--- src/design/scfr_pkg.sv ---
// Shared types and constants for the sync/checksum frame receiver.
`default_nettype none

package scfr_pkg;

    localparam int unsigned BYTE_W = 8;
    localparam int unsigned CHAN_W = 16;

    localparam logic [BYTE_W-1:0] FIRST_SYNC_RST  = 8'h69;
    localparam logic [BYTE_W-1:0] SECOND_SYNC_RST = 8'h7f;

    localparam logic REG_FIRST_SYNC  = 1'b0;
    localparam logic REG_SECOND_SYNC = 1'b1;

    typedef struct packed {
        logic              valid;
        logic [CHAN_W-1:0] channel_a;
        logic [CHAN_W-1:0] channel_b;
    } result_t;

endpackage

`default_nettype wire

--- src/design/scfr_parser.sv ---
// Frame parser: sync registers, frame position, payload store and checksum check.
`default_nettype none

module scfr_parser
    import scfr_pkg::*;
(
    input  wire logic              clk,
    input  wire logic              rst_n,
    input  wire logic              cfg_we,
    input  wire logic              cfg_index,
    input  wire logic [BYTE_W-1:0] cfg_data,
    input  wire logic              accept,
    input  wire logic [BYTE_W-1:0] rx_byte,
    output result_t                result
);

    typedef enum logic [2:0] {
        POS_HUNT  = 3'd0,
        POS_SYNC2 = 3'd1,
        POS_PL0   = 3'd2,
        POS_PL1   = 3'd3,
        POS_PL2   = 3'd4,
        POS_PL3   = 3'd5,
        POS_CSUM  = 3'd6
    } pos_t;

    logic [BYTE_W-1:0] first_sync_reg;
    logic [BYTE_W-1:0] second_sync_reg;
    pos_t              pos_reg;
    pos_t              pos_next;
    logic              second_ok_reg;
    logic              second_ok_next;
    logic [BYTE_W-1:0] payload_reg [4];
    logic [1:0]        payload_idx;
    logic [BYTE_W-1:0] sum;
    logic              payload_we;

    assign payload_idx = 2'(pos_reg - POS_PL0);
    assign sum = payload_reg[0] + payload_reg[1] + payload_reg[2] + payload_reg[3];

    always_comb
    begin
        pos_next       = pos_reg;
        second_ok_next = second_ok_reg;
        payload_we     = 1'b0;
        result.valid     = 1'b0;
        result.channel_a = {payload_reg[0], payload_reg[1]};
        result.channel_b = {payload_reg[2], payload_reg[3]};
        if (accept)
        begin
            unique case (pos_reg)
                POS_SYNC2:
                begin
                    second_ok_next = (rx_byte == second_sync_reg);
                    pos_next       = POS_PL0;
                end
                POS_PL0, POS_PL1, POS_PL2, POS_PL3:
                begin
                    payload_we = 1'b1;
                    pos_next   = pos_t'(pos_reg + 3'd1);
                end
                POS_CSUM:
                begin
                    result.valid   = second_ok_reg && (sum == rx_byte);
                    second_ok_next = 1'b0;
                    pos_next       = POS_HUNT;
                end
                default:
                begin
                    pos_next = (rx_byte == first_sync_reg) ? POS_SYNC2 : POS_HUNT;
                end
            endcase
        end
    end

    always_ff @(posedge clk or negedge rst_n)
    begin
        if (!rst_n)
        begin
            first_sync_reg  <= FIRST_SYNC_RST;
            second_sync_reg <= SECOND_SYNC_RST;
            pos_reg         <= POS_HUNT;
            second_ok_reg   <= 1'b0;
        end
        else
        begin
            if (cfg_we && cfg_index == REG_FIRST_SYNC)
            begin
                first_sync_reg <= cfg_data;
            end
            if (cfg_we && cfg_index == REG_SECOND_SYNC)
            begin
                second_sync_reg <= cfg_data;
            end
            pos_reg       <= pos_next;
            second_ok_reg <= second_ok_next;
        end
    end

    always_ff @(posedge clk)
    begin
        if (payload_we)
        begin
            payload_reg[payload_idx] <= rx_byte;
        end
    end

    a_csum_ends_frame: assert property (@(posedge clk) disable iff (!rst_n)
        (accept && pos_reg == POS_CSUM) |=> (pos_reg == POS_HUNT && !second_ok_reg))
        else $error("frame did not end after checksum byte");

    a_result_needs_header: assert property (@(posedge clk) disable iff (!rst_n)
        result.valid |-> (accept && pos_reg == POS_CSUM && second_ok_reg))
        else $error("result without a complete good header");

    a_hunt_holds: assert property (@(posedge clk) disable iff (!rst_n)
        (accept && pos_reg == POS_HUNT && rx_byte != first_sync_reg
            && !(cfg_we && cfg_index == REG_FIRST_SYNC))
        |=> (pos_reg == POS_HUNT))
        else $error("left hunting without first sync byte");

endmodule

`default_nettype wire

--- src/design/scfr_out_reg.sv ---
// Result register between the parser and the output stream.
`default_nettype none

module scfr_out_reg
    import scfr_pkg::*;
(
    input  wire logic                clk,
    input  wire logic                rst_n,
    input  wire logic                load,
    input  wire result_t             result,
    output logic                     ready,
    output logic                     m_tvalid,
    input  wire logic                m_tready,
    output logic [2*CHAN_W-1:0]      m_tdata
);

    logic              valid_reg;
    logic              valid_next;
    logic [CHAN_W-1:0] chan_a_reg;
    logic [CHAN_W-1:0] chan_b_reg;

    assign ready      = !valid_reg || m_tready;
    assign valid_next = load ? result.valid : (valid_reg && !m_tready);
    assign m_tvalid   = valid_reg;
    assign m_tdata    = {chan_b_reg, chan_a_reg};

    always_ff @(posedge clk or negedge rst_n)
    begin
        if (!rst_n)
        begin
            valid_reg <= 1'b0;
        end
        else
        begin
            valid_reg <= valid_next;
        end
    end

    always_ff @(posedge clk)
    begin
        if (load && result.valid)
        begin
            chan_a_reg <= result.channel_a;
            chan_b_reg <= result.channel_b;
        end
    end

    a_load_shows: assert property (@(posedge clk) disable iff (!rst_n)
        (load && result.valid) |=> valid_reg)
        else $error("result lost on load");

    a_load_empty: assert property (@(posedge clk) disable iff (!rst_n)
        (load && !result.valid) |=> !valid_reg)
        else $error("stale result after empty load");

    a_no_overwrite: assert property (@(posedge clk) disable iff (!rst_n)
        (valid_reg && !m_tready) |-> !load)
        else $error("pending result overwritten");

endmodule

`default_nettype wire

--- src/design/sync_checksum_frame_receiver.sv ---
// Top level of the sync/checksum frame receiver.
`default_nettype none

// Takes one received byte per transaction and finds 7-byte frames: first sync,
// second sync, four payload bytes and a checksum equal to the payload sum
// modulo 256. After a first sync byte six more bytes are always consumed. A
// frame with matching second sync and checksum yields one output transaction
// with two big-endian 16-bit channels. A byte can be accepted every cycle;
// input ready drops only while a result waits in the output register and the
// sink is not ready.

module sync_checksum_frame_receiver
    import scfr_pkg::*;
(
    input  wire logic                clk,
    input  wire logic                rst_n,
    input  wire logic                cfg_we,
    input  wire logic                cfg_index,
    input  wire logic [BYTE_W-1:0]   cfg_data,
    input  wire logic                s_tvalid,
    output logic                     s_tready,
    input  wire logic [BYTE_W-1:0]   s_tdata,    // [7:0] rx_byte
    output logic                     m_tvalid,
    input  wire logic                m_tready,
    output logic [2*CHAN_W-1:0]      m_tdata     // [15:0] channel_a, [31:16] channel_b
);

    result_t result;
    logic    accept;

    assign accept = s_tvalid && s_tready;

    scfr_parser u_parser (
        .clk       (clk),
        .rst_n     (rst_n),
        .cfg_we    (cfg_we),
        .cfg_index (cfg_index),
        .cfg_data  (cfg_data),
        .accept    (accept),
        .rx_byte   (s_tdata),
        .result    (result)
    );

    scfr_out_reg u_out_reg (
        .clk      (clk),
        .rst_n    (rst_n),
        .load     (accept),
        .result   (result),
        .ready    (s_tready),
        .m_tvalid (m_tvalid),
        .m_tready (m_tready),
        .m_tdata  (m_tdata)
    );

endmodule

`default_nettype wire
--- config.mk ---
export PLATFORM = sky130hd
export DESIGN_NAME = sync_checksum_frame_receiver
export DESIGN_NICKNAME = d
export VERILOG_FILES = /design/src/design/scfr_pkg.sv /design/src/design/scfr_parser.sv /design/src/design/scfr_out_reg.sv /design/src/design/sync_checksum_frame_receiver.sv
export SDC_FILE = /design/constraint.sdc
export NUM_CORES = 1
export LEC_CHECK = 0
export BUFFER_PORTS_ARGS = -buffer_cell sky130_fd_sc_hd__buf_2
export CAP_MARGIN = 0
export CORE_MARGIN = 5
export CORE_UTILIZATION = 40
export CTS_CLUSTER_DIAMETER = 200
export CTS_CLUSTER_SIZE = 25
export DETAILED_ROUTE_END_ITERATION = 8
export GPL_ROUTABILITY_DRIVEN = 0
export HOLD_SLACK_MARGIN = 0.06
export REMOVE_ABC_BUFFERS = 1
export SLEW_MARGIN = 0
export SYNTH_ARGS = -nofsm -noshare
export SYNTH_HDL_FRONTEND = slang
export SYNTH_HIERARCHICAL = 1
export SYNTH_SLANG_ARGS = --single-unit
--- constraint.sdc ---
create_clock -name clk -period 9.05 [get_ports clk]
set_input_delay 1.81 -clock clk [delete_from_list [all_inputs] [get_ports clk]]
set_output_delay 1.81 -clock clk [all_outputs]
set_load 0.05 [all_outputs]
==> impl_metrics.json, run 1 <==
{
  "status": "finished clean",
  "viasPerCell": 4.793,
  "p_sw_uw": 322.4,
  "dr.first_iter.drc_count": 44,
  "yosys.area.top_type": "edfxtp_1",
  "yosysWarningCount": 6,
  "start_util": 0.4068,
  "endpoint_kind": "primary output",
  "track_usage": 0.1235,
  "dpl_cell_area_um2": 4126,
  "maxSlewViolCount": 0,
  "max_slew_margin": 0.4763,
  "period_minus_slack_ns": 4.062,
  "ys_top_cells_by_count": "edfxtp_1, xnor2_1, mux2_1, xor2_1",
  "synth.most_common_cell": "edfxtp_1",
  "finalHoldViolCount": 0,
  "numCtsBuffers": 9,
  "syn_area_um2": 3724,
  "drc": 0,
  "worst_slew_pin_slew_ns": 0.7840,
  "overflow": 0,
  "clock_path_buffers": 2,
  "cts_setup_buffers": 0,
  "yosysUniqueCellTypes": 31,
  "p_comb_frac": 0.276,
  "ys_ff_latch": 85,
  "power_density_nw_per_um2": 249.7,
  "intPower_uw": 763.3,
  "die_area_um2": 11340,
  "r2r-start": "u_parser/payload_reg[3][1]$_DFFE_PP_",
  "cellLeakagePower_nw": 1.688,
  "reg2reg_slack_ns": 5.13,
  "nFillCells": 809,
  "rr_worst_depth": 11,
  "die_h_um": 106.5,
  "p_seq_frac": 0.457,
  "yosysSeqAreaShare": 0.6610,
  "cp_max_fo": 3,
  "pwr-share-clk": 0.267,
  "avgSynthCellArea_um2": 16.48,
  "area_growth_pct": 16.77,
  "grt_pass1_vias": 2086,
  "antenna_cells": 0,
  "hold_buffers": 0,
  "grt_max_degree": 34,
  "finalSetupTns_ns": 0,
  "maxCapViolCount": 0,
  "totalWireLength_um": 6510,
  "nets": 337,
  "antenna_found_initial": 0,
  "htree_levels": 3,
  "synth.top_cell.area_share": 0.5161,
  "critical_path_arrival_ns": 2.25,
  "async_flop_share": 0.2471,
  "synthCells": 226,
  "p_sw_frac": 0.2970,
  "clk-insertion-delay-late_ns": 0.34,
  "synth_area_leaders": "edfxtp_1, dfstp_2, fa_1, dfrtp_1, mux2_1",
  "vias": 1941,
  "setup_viol": 0,
  "cts_resized": 0,
  "postRouteAntennaNets": 0,
  "root_buffer": "clkbuf_8",
  "hold_class": "flip-flop to flip-flop",
  "max_freq_mhz": 246.2,
  "die_w_um": 106.5,
  "crit_type": "input port to primary output",
  "r2r-end": "u_out_reg/chan_b_reg[11]$_DFFE_PP_",
  "synth_top_flop_cell": "edfxtp_1",
  "tritoncts": "done",
  "core_um2": 9153,
  "path_clk_slew_ns": 0.08,
  "timing.clock.skew_ns": 0.01076,
  "grt_pass1_wl_um": 10610,
  "largest_reg_flops": 32,
  "cts.sinks": 85,
  "wl_per_cell_um": 16.07,
  "rsz0062_at_grt": "no",
  "io_buffer_count": 55,
  "ios": 56,
  "crit_required_ns": 7.24,
  "cp-start-kind": "input port",
  "fp-row-count": 35,
  "period_share": 0.4488,
  "synth_edf_count": 64,
  "peakVddDrop_mv": 0.08228,
  "firstDrtPassIters": 4,
  "final_area_um2": 4348,
  "dp_hpwl_um": 4704,
  "crit_start": "m_tready",
  "drive_gt1_frac": 0.2857,
  "setup.worst_path.end": "s_tready"
}
[cells by family (layout without fill, tap and decap cells)]
group / Yosys count / after routing / share of synthesized area
AO/OA/AOI/OAI: 13 / 13 / 0.02285
multiplexers: 16 / 16 / 0.04839
AND/OR/NAND/NOR: 35 / 35 / 0.05511
adder cells (fa/ha/maj): 26 / 26 / 0.1156
XOR/XNOR: 34 / 34 / 0.07997
buffers and inverters: 17 / 85 / 0.01714
flip-flops: 85 / 85 / 0.6610
[final cells by class]
type	instances	area, um^2	area share
clock buffers	9	123.9	0.02849
flip-flops and latches	85	2461	0.5660
well taps	111	138.9	0.03194
repair buffers	55	275.3	0.06331
inverters	14	52.55	0.01209
multi-input cells	124	1199	0.2757
clock inverters	7	97.59	0.02245
[power groups by stage]
stage	Sequential (mW)	Clock [mW]	Combinational (mW)
2_1_floorplan	0.497	0	0.234
3_3_place_gp	0.503	0	0.299
3_5_place_dp	0.505	0	0.302
4_1_cts	0.497	0.300	0.306
5_1_grt	0.502	0.316	0.343
6_report	0.496	0.290	0.300
[stage by stage]
stage                     cells  utilization  setup slack (ns)  hold slack, ns  total power, mW
final                       405       0.4751             4.988          0.4548            1.086
after global routing        405       0.4751             4.849          0.4843            1.161
after CTS                   405       0.4751             4.983          0.4607            1.103
after detailed placement    389       0.4509             4.888          0.4396           0.8067
after global placement      389       0.4509             4.991          0.4464           0.8027
after floorplan             223            -             5.228          0.4264           0.7317
[worst min-delay path by stage]
stage | slack [ns] | endpoint | cells past startpoint | startpoint
2_1_floorplan | 0.43 | u_out_reg/chan_a_reg[14]$_DFFE_PP_ | 0 | u_parser/payload_reg[0][6]$_DFFE_PP_
3_3_place_gp | 0.45 | u_out_reg/chan_a_reg[6]$_DFFE_PP_ | 0 | u_parser/payload_reg[1][6]$_DFFE_PP_
3_5_place_dp | 0.44 | u_out_reg/chan_a_reg[6]$_DFFE_PP_ | 0 | u_parser/payload_reg[1][6]$_DFFE_PP_
4_1_cts | 0.46 | u_out_reg/chan_a_reg[6]$_DFFE_PP_ | 0 | u_parser/payload_reg[1][6]$_DFFE_PP_
5_1_grt | 0.48 | u_out_reg/chan_b_reg[6]$_DFFE_PP_ | 0 | u_parser/payload_reg[3][6]$_DFFE_PP_
6_report | 0.45 | u_out_reg/chan_a_reg[6]$_DFFE_PP_ | 0 | u_parser/payload_reg[1][6]$_DFFE_PP_
[critical path, cell delays in order]
cell	delay [ns]
buf_2	0.08
nand2b_4	0.11
buf_2	0.26
[layout by cell type (no fill, tap or decap), types with 10 or more instances in the layout]
| cell | n |
|---|---|
| edfxtp_1 | 64 |
| buf_2 | 55 |
| xnor2_1 | 19 |
| mux2_1 | 16 |
| xor2_1 | 15 |
| inv_1 | 14 |
| fa_1 | 14 |
| ha_1 | 12 |
| dfstp_2 | 11 |
| dfrtp_1 | 10 |
[metal layers]
layer  share of wire  global-route usage  vias to the layer above
met3           0.044             0.03886                        4
met2            0.51              0.2054                       41
met5               0                   0                        -
met4          0.0066             0.03562                        0
met1            0.44              0.1556                      964
li1                -                   -                      932
Note: power is estimated with default switching activity, not from simulation.
==> inputs of run 2 (changes only) <==
==> constraint.sdc (replaced) <==
create_clock -name clk -period 3.6 [get_ports clk]
set_input_delay 0.72 -clock clk [delete_from_list [all_inputs] [get_ports clk]]
set_output_delay 0.72 -clock clk [all_outputs]
set_load 0.05 [all_outputs]
==> impl_metrics.json, run 2 (synthesized netlist as in run 1, its figures left out) <==
{
  "finalHoldViolCount": 0,
  "drc": 0,
  "vias": 1935,
  "cellLeakagePower_nw": 1.689,
  "rr_worst_depth": 12,
  "dr.first_iter.drc_count": 48,
  "overflow": 0,
  "totalWireLength_um": 6420,
  "io_buffer_count": 55,
  "cp_max_fo": 16,
  "register_area_um2": 2461,
  "fp-row-count": 35,
  "period_share": 1.004,
  "crit_required_ns": 3.66,
  "reg2reg_slack_ns": -0.01,
  "die_area_um2": 11340,
  "maxCapViolCount": 0,
  "largest_reg_flops": 32,
  "grt_pass1_vias": 2040,
  "grt_max_degree": 22,
  "cts.sinks": 85,
  "dp_hpwl_um": 4799,
  "status": "finished with violations",
  "peakVddDrop_mv": 0.2556,
  "core_um2": 9153,
  "clock_path_buffers": 2,
  "place_worst_setup_slack_ns": -0.08757,
  "timing.clock.skew_ns": 0.01454,
  "die_h_um": 106.5,
  "layout_common_cells": "edfxtp_1, buf_2, xnor2_1",
  "max_slew_margin": 0.4544,
  "maxSlewViolCount": 0,
  "firstDrtPassIters": 4,
  "viasPerCell": 4.720,
  "multi_input_comb_area_um2": 1201,
  "postRouteAntennaNets": 0,
  "crit_type": "flip-flop to flip-flop",
  "drive_gt1_frac": 0.3010,
  "r2r-end": "u_out_reg/chan_b_reg[7]$_DFFE_PP_",
  "root_buffer": "clkbuf_8",
  "clk-insertion-delay-late_ns": 0.35,
  "hold_ws_ns": 0.3242,
  "power_density_nw_per_um2": 593.8,
  "setup_slack_ns": -0.01260,
  "finalPower_mw": 2.587,
  "path_clk_slew_ns": 0.08,
  "period_minus_slack_ns": 3.613,
  "area_growth_pct": 17.00,
  "cts_setup_buffers": 0,
  "die_w_um": 106.5,
  "antenna_found_initial": 0,
  "violations": "setup timing",
  "nets": 342,
  "track_usage": 0.1254,
  "max_freq_mhz": 276.8,
  "r2r-start": "u_parser/payload_reg[3][1]$_DFFE_PP_",
  "htree_levels": 3,
  "cp-start-kind": "flip-flop",
  "final_common_cell": "edfxtp_1",
  "start_util": 0.4068,
  "antenna_cells": 0,
  "grt_pass1_wl_um": 10530,
  "setup_viol": 20,
  "worst_slew_pin_slew_ns": 0.8167,
  "wl_per_cell_um": 15.66,
  "numCtsBuffers": 9,
  "nFillCells": 806,
  "critical_path_arrival_ns": 3.67,
  "ios": 56,
  "endpoint_kind": "flip-flop",
  "rsz0062_at_grt": "yes",
  "tritoncts": "done",
  "hold_class": "input port to async pin"
}
==> run 2: layout make-up <==
cell class                 count  share of cell area
clock inverter                 6            0.008616
inverter                      14             0.01206
timing repair buffer          60             0.07754
sequential                    85              0.5649
tap                          111             0.03188
multi-input combinational    124              0.2757
clock buffer                  10             0.02929
==> run 2: how the worst max path moves through the flow <==
stage	from	to	depth (start not counted)
global placement	u_parser/payload_reg[3][1]$_DFFE_PP_	u_out_reg/chan_b_reg[7]$_DFFE_PP_	12
global route	u_parser/payload_reg[3][1]$_DFFE_PP_	u_out_reg/chan_b_reg[7]$_DFFE_PP_	12
finish	u_parser/payload_reg[3][1]$_DFFE_PP_	u_out_reg/chan_b_reg[7]$_DFFE_PP_	12
floorplan	u_parser/payload_reg[3][1]$_DFFE_PP_	u_out_reg/chan_a_reg[0]$_DFFE_PP_	11
CTS	u_parser/payload_reg[3][1]$_DFFE_PP_	u_out_reg/chan_b_reg[6]$_DFFE_PP_	12
detailed placement	u_parser/payload_reg[3][1]$_DFFE_PP_	u_out_reg/chan_a_reg[7]$_DFFE_PP_	12
==> run 2: where the power goes <==
group          switching [mW]  internal [mW]  total [mW]
logic                   0.412          0.348       0.760
registers              0.0639           1.18        1.25
clock network           0.333          0.248       0.582
==> run 2: worst max-delay path, cell delays in order, from the launching register on <==
cell and delay (ns):
edfxtp_1 0.43, fa_1 0.58, inv_2 0.05, fa_1 0.50, inv_1 0.04, ha_2 0.19
fa_1 0.44, xor2_1 0.15, nor4_1 0.26, nand3_1 0.11, nor4_1 0.19, and2_4 0.22
buf_12 0.16
==> run 2: what timing repair did <==
item	in CTS	in global routing
gates resized for setup	2	0
setup endpoints to repair	33	33
hold buffers	0	0
pin swaps	3	0
==> run 2: metrics by stage <==
step | instances | setup TNS [ns] | cell area, um^2 | util
2_1_floorplan | 223 | 0 | 3712 | -
3_3_place_gp | 394 | -1.397 | 4189 | 0.4577
3_5_place_dp | 394 | -2.632 | 4189 | 0.4577
4_1_cts | 410 | -0.1332 | 4357 | 0.4760
5_1_grt | 410 | -6.157 | 4357 | 0.4760
6_report | 410 | -0.1112 | 4357 | 0.4760
==> run 2: routing by layer <==
metal / up-vias / track usage / share of wire / wire length, um
li1: 941 / - / - / -
met1: 941 / 0.1559 / 0.44 / 2839
met2: 46 / 0.2027 / 0.50 / 3189
met3: 7 / 0.04189 / 0.048 / 308
met4: 0 / 0.04932 / 0.013 / 83
met5: - / 0 / 0 / 0
==> inputs of run 3 (changes only) <==
--- a/config.mk
+++ b/config.mk
@@ -5,6 +5,7 @@
 export SDC_FILE = /design/constraint.sdc
 export NUM_CORES = 1
 export LEC_CHECK = 0
+export ABC_AREA = 1
 export BUFFER_PORTS_ARGS = -buffer_cell sky130_fd_sc_hd__buf_2
 export CAP_MARGIN = 0
 export CORE_MARGIN = 5
@@ -14,8 +15,7 @@
 export DETAILED_ROUTE_END_ITERATION = 8
 export GPL_ROUTABILITY_DRIVEN = 0
 export HOLD_SLACK_MARGIN = 0.06
-export REMOVE_ABC_BUFFERS = 1
-export SLEW_MARGIN = 0
+export SLEW_MARGIN = 20
 export SYNTH_ARGS = -nofsm -noshare
 export SYNTH_HDL_FRONTEND = slang
 export SYNTH_HIERARCHICAL = 1
==> impl_metrics.json, run 3 <==
{
  "status": "finished with violations",
  "violations": "setup timing",
  "timing.clock.skew_ns": 0.01284,
  "cp-start-kind": "flip-flop",
  "finish.utilization": 0.4835,
  "crit_buf_inv": 5,
  "vias": 2515,
  "core_um2": 9729,
  "finalHoldViolCount": 0,
  "synth.top_cell.area_share": 0.4848,
  "die_h_um": 109.5,
  "avgSynthCellArea_um2": 11.33,
  "root_buffer": "clkbuf_8",
  "dp_hpwl_um": 5401,
  "power_density_nw_per_um2": 490.9,
  "critical_path_arrival_ns": 3.76,
  "dr.first_iter.drc_count": 90,
  "final_common_cell": "nand2_1",
  "path_common_cell": "nand2_1",
  "max_freq_mhz": 270.4,
  "worst_slew_pin_slew_ns": 0.8925,
  "grt_pass1_vias": 2519,
  "setup_viol": 32,
  "drive_gt1_frac": 0.2459,
  "clock_path_buffers": 2,
  "ys_top_cells_by_count": "nand2_1, edfxtp_1, inv_1, o21ai_0, fa_1",
  "hold_buffers": 0,
  "yosysUniqueCellTypes": 27,
  "viasPerCell": 4.491,
  "yosys.area.top_type": "edfxtp_1",
  "hold_class": "input port to async pin",
  "placed_cells": 542,
  "antenna_found_initial": 0,
  "rr_worst_depth": 19,
  "grt_pass1_wl_um": 11980,
  "fp-row-count": 36,
  "layout_common_cells": "nand2_1, edfxtp_1, inv_1",
  "rsz0062_at_grt": "yes",
  "synth_edf_count": 64,
  "clk-insertion-delay-late_ns": 0.35,
  "slowest_delay_ns": 0.59,
  "syn_area_um2": 3964,
  "synth_simple_gate_area_share": 0.1452,
  "slowest_stage": "fa_1",
  "hold_ws_ns": 0.3159,
  "synthCells": 350,
  "ios": 56,
  "synth_fp_nets": 398,
  "synth.most_common_cell": "nand2_1",
  "die_area_um2": 12000,
  "maxSlewViolCount": 0,
  "yosysWarningCount": 6,
  "cts.sinks": 85,
  "setup_slack_ns": -0.09889,
  "period_minus_slack_ns": 3.699,
  "crit_start": "u_parser/payload_reg[3][1]$_DFFE_PP_",
  "ys_ff_latch": 85,
  "yosysSeqAreaShare": 0.6209,
  "crit_required_ns": 3.66,
  "crit_type": "flip-flop to flip-flop",
  "r2r-end": "u_out_reg/chan_a_reg[10]$_DFFE_PP_",
  "synth_compound_area_frac": 0.03535,
  "async_flop_share": 0.2471,
  "drc": 0,
  "crit_family": "adder cells",
  "synth-xor-area-share": 0.02557,
  "wl_per_cell_um": 12.66,
  "nets": 470,
  "antenna_cells": 0,
  "largest_reg_flops": 32,
  "fin_cells": 560,
  "track_usage": 0.1332,
  "totalWireLength_um": 7089,
  "cp_max_fo": 24,
  "start_util": 0.4074,
  "period_share": 1.027,
  "max_slew_margin": 0.4028,
  "overflow": 0,
  "synthAdderAreaFrac": 0.1086,
  "cellLeakagePower_nw": 2.105,
  "crit_chain": "fa_1 -> inv_2 -> fa_1 -> inv_1 -> ha_2 -> fa_1 -> inv_1 -> nand2_1 -> nand2_1 -> nor2_1 -> nand2_1 -> nor2_1 -> nand2_1 -> nor2_2 -> nand3_1 -> nor2_1 -> nand2_2 -> clkinvlp_4 -> buf_12",
  "peakVddDrop_mv": 0.1676,
  "area_growth_pct": 18.69,
  "maxCapViolCount": 0,
  "firstDrtPassIters": 4,
  "synthMuxAreaShare": 0,
  "synth_top_flop_cell": "edfxtp_1",
  "postRouteAntennaNets": 0,
  "path_clk_slew_ns": 0.09,
  "synth_area_leaders": "edfxtp_1, nand2_1, dfstp_2, fa_1, dfrtp_1",
  "reg2reg_slack_ns": -0.1,
  "endpoint_kind": "flip-flop",
  "htree_levels": 3,
  "r2r-start": "u_parser/payload_reg[3][1]$_DFFE_PP_",
  "die_w_um": 109.5,
  "numCtsBuffers": 9,
  "synth_top_family_by_area": "simple AND/OR/NAND/NOR gates",
  "tritoncts": "done",
  "grt_max_degree": 25,
  "io_buffer_count": 55
}
-- run 3: logic make-up after synthesis --
kind of cell | Yosys count
buffers and inverters | 67
and+or+nand+nor | 135
adders and majority gates | 26
xor gates and xnor gates | 10
AOI/OAI and AO/OA | 27
DFF | 85
-- run 3: worst max-delay path by stage --
stage	endpoint	cells after the start
2_1_floorplan	u_out_reg/chan_a_reg[0]$_DFFE_PP_	18
3_3_place_gp	u_out_reg/chan_a_reg[0]$_DFFE_PP_	19
3_5_place_dp	u_out_reg/chan_a_reg[8]$_DFFE_PP_	19
4_1_cts	u_out_reg/chan_a_reg[10]$_DFFE_PP_	19
5_1_grt	u_out_reg/chan_a_reg[12]$_DFFE_PP_	19
6_report	u_out_reg/chan_a_reg[10]$_DFFE_PP_	19
-- run 3: worst register-to-register path, stage by stage (launching register included) --
cell	delay, ns
edfxtp_1	0.43
fa_1	0.59
inv_2	0.05
fa_1	0.50
inv_1	0.04
ha_2	0.19
fa_1	0.51
inv_1	0.05
nand2_1	0.05
nand2_1	0.05
nor2_1	0.10
nand2_1	0.06
nor2_1	0.09
nand2_1	0.07
nor2_2	0.08
nand3_1	0.07
nor2_1	0.12
nand2_2	0.09
clkinvlp_4	0.11
buf_12	0.17
-- run 3: area by class of cell --
type | count | area (um^2)
inverters | 64 | 244.0
clock inverters | 7 | 97.59
flip-flops and latches | 85 | 2461
fillers | 904 | 5025
repair buffers | 64 | 359.1
multi-input cells | 198 | 1252
clock buffers | 9 | 123.9
well taps | 133 | 166.4
-- run 3: report_power, final --
group	total (mW)	switching [mW]	internal, mW	leakage [nW]
Sequential	1.15	0.0380	1.12	0.822
Clock	0.739	0.344	0.394	0.108
Combinational	0.416	0.243	0.173	1.18
-- run 3: what timing repair did --
| item | 4_1_cts | 5_1_grt |
|---|---|---|
| setup endpoints to repair | 32 | 33 |
| resized for setup | 0 | 3 |
| setup buffers | 1 | 1 |
-- run 3: metal layers --
metal  part of all wire  GRT usage  wire length (um)
met1               0.44     0.1705              3112
met3              0.068    0.02819               483
met4              0.010    0.05343                73
met2               0.48     0.2210              3419
met5                  0          0                 0
-- run 3: metrics by stage --
stage / power, mW / instance area (um^2) / setup slack, ns / setup TNS, ns
final: 2.309 / 4705 / -0.09889 / -2.491
after global routing: 2.467 / 4705 / -0.3372 / -10.26
after CTS: 2.336 / 4691 / -0.1178 / -3.279
after detailed placement: 1.593 / 4462 / -0.07835 / -2.282
after global placement: 1.587 / 4462 / -0.01529 / -0.3257
after floorplan: 1.487 / 3970 / 0.01657 / 0
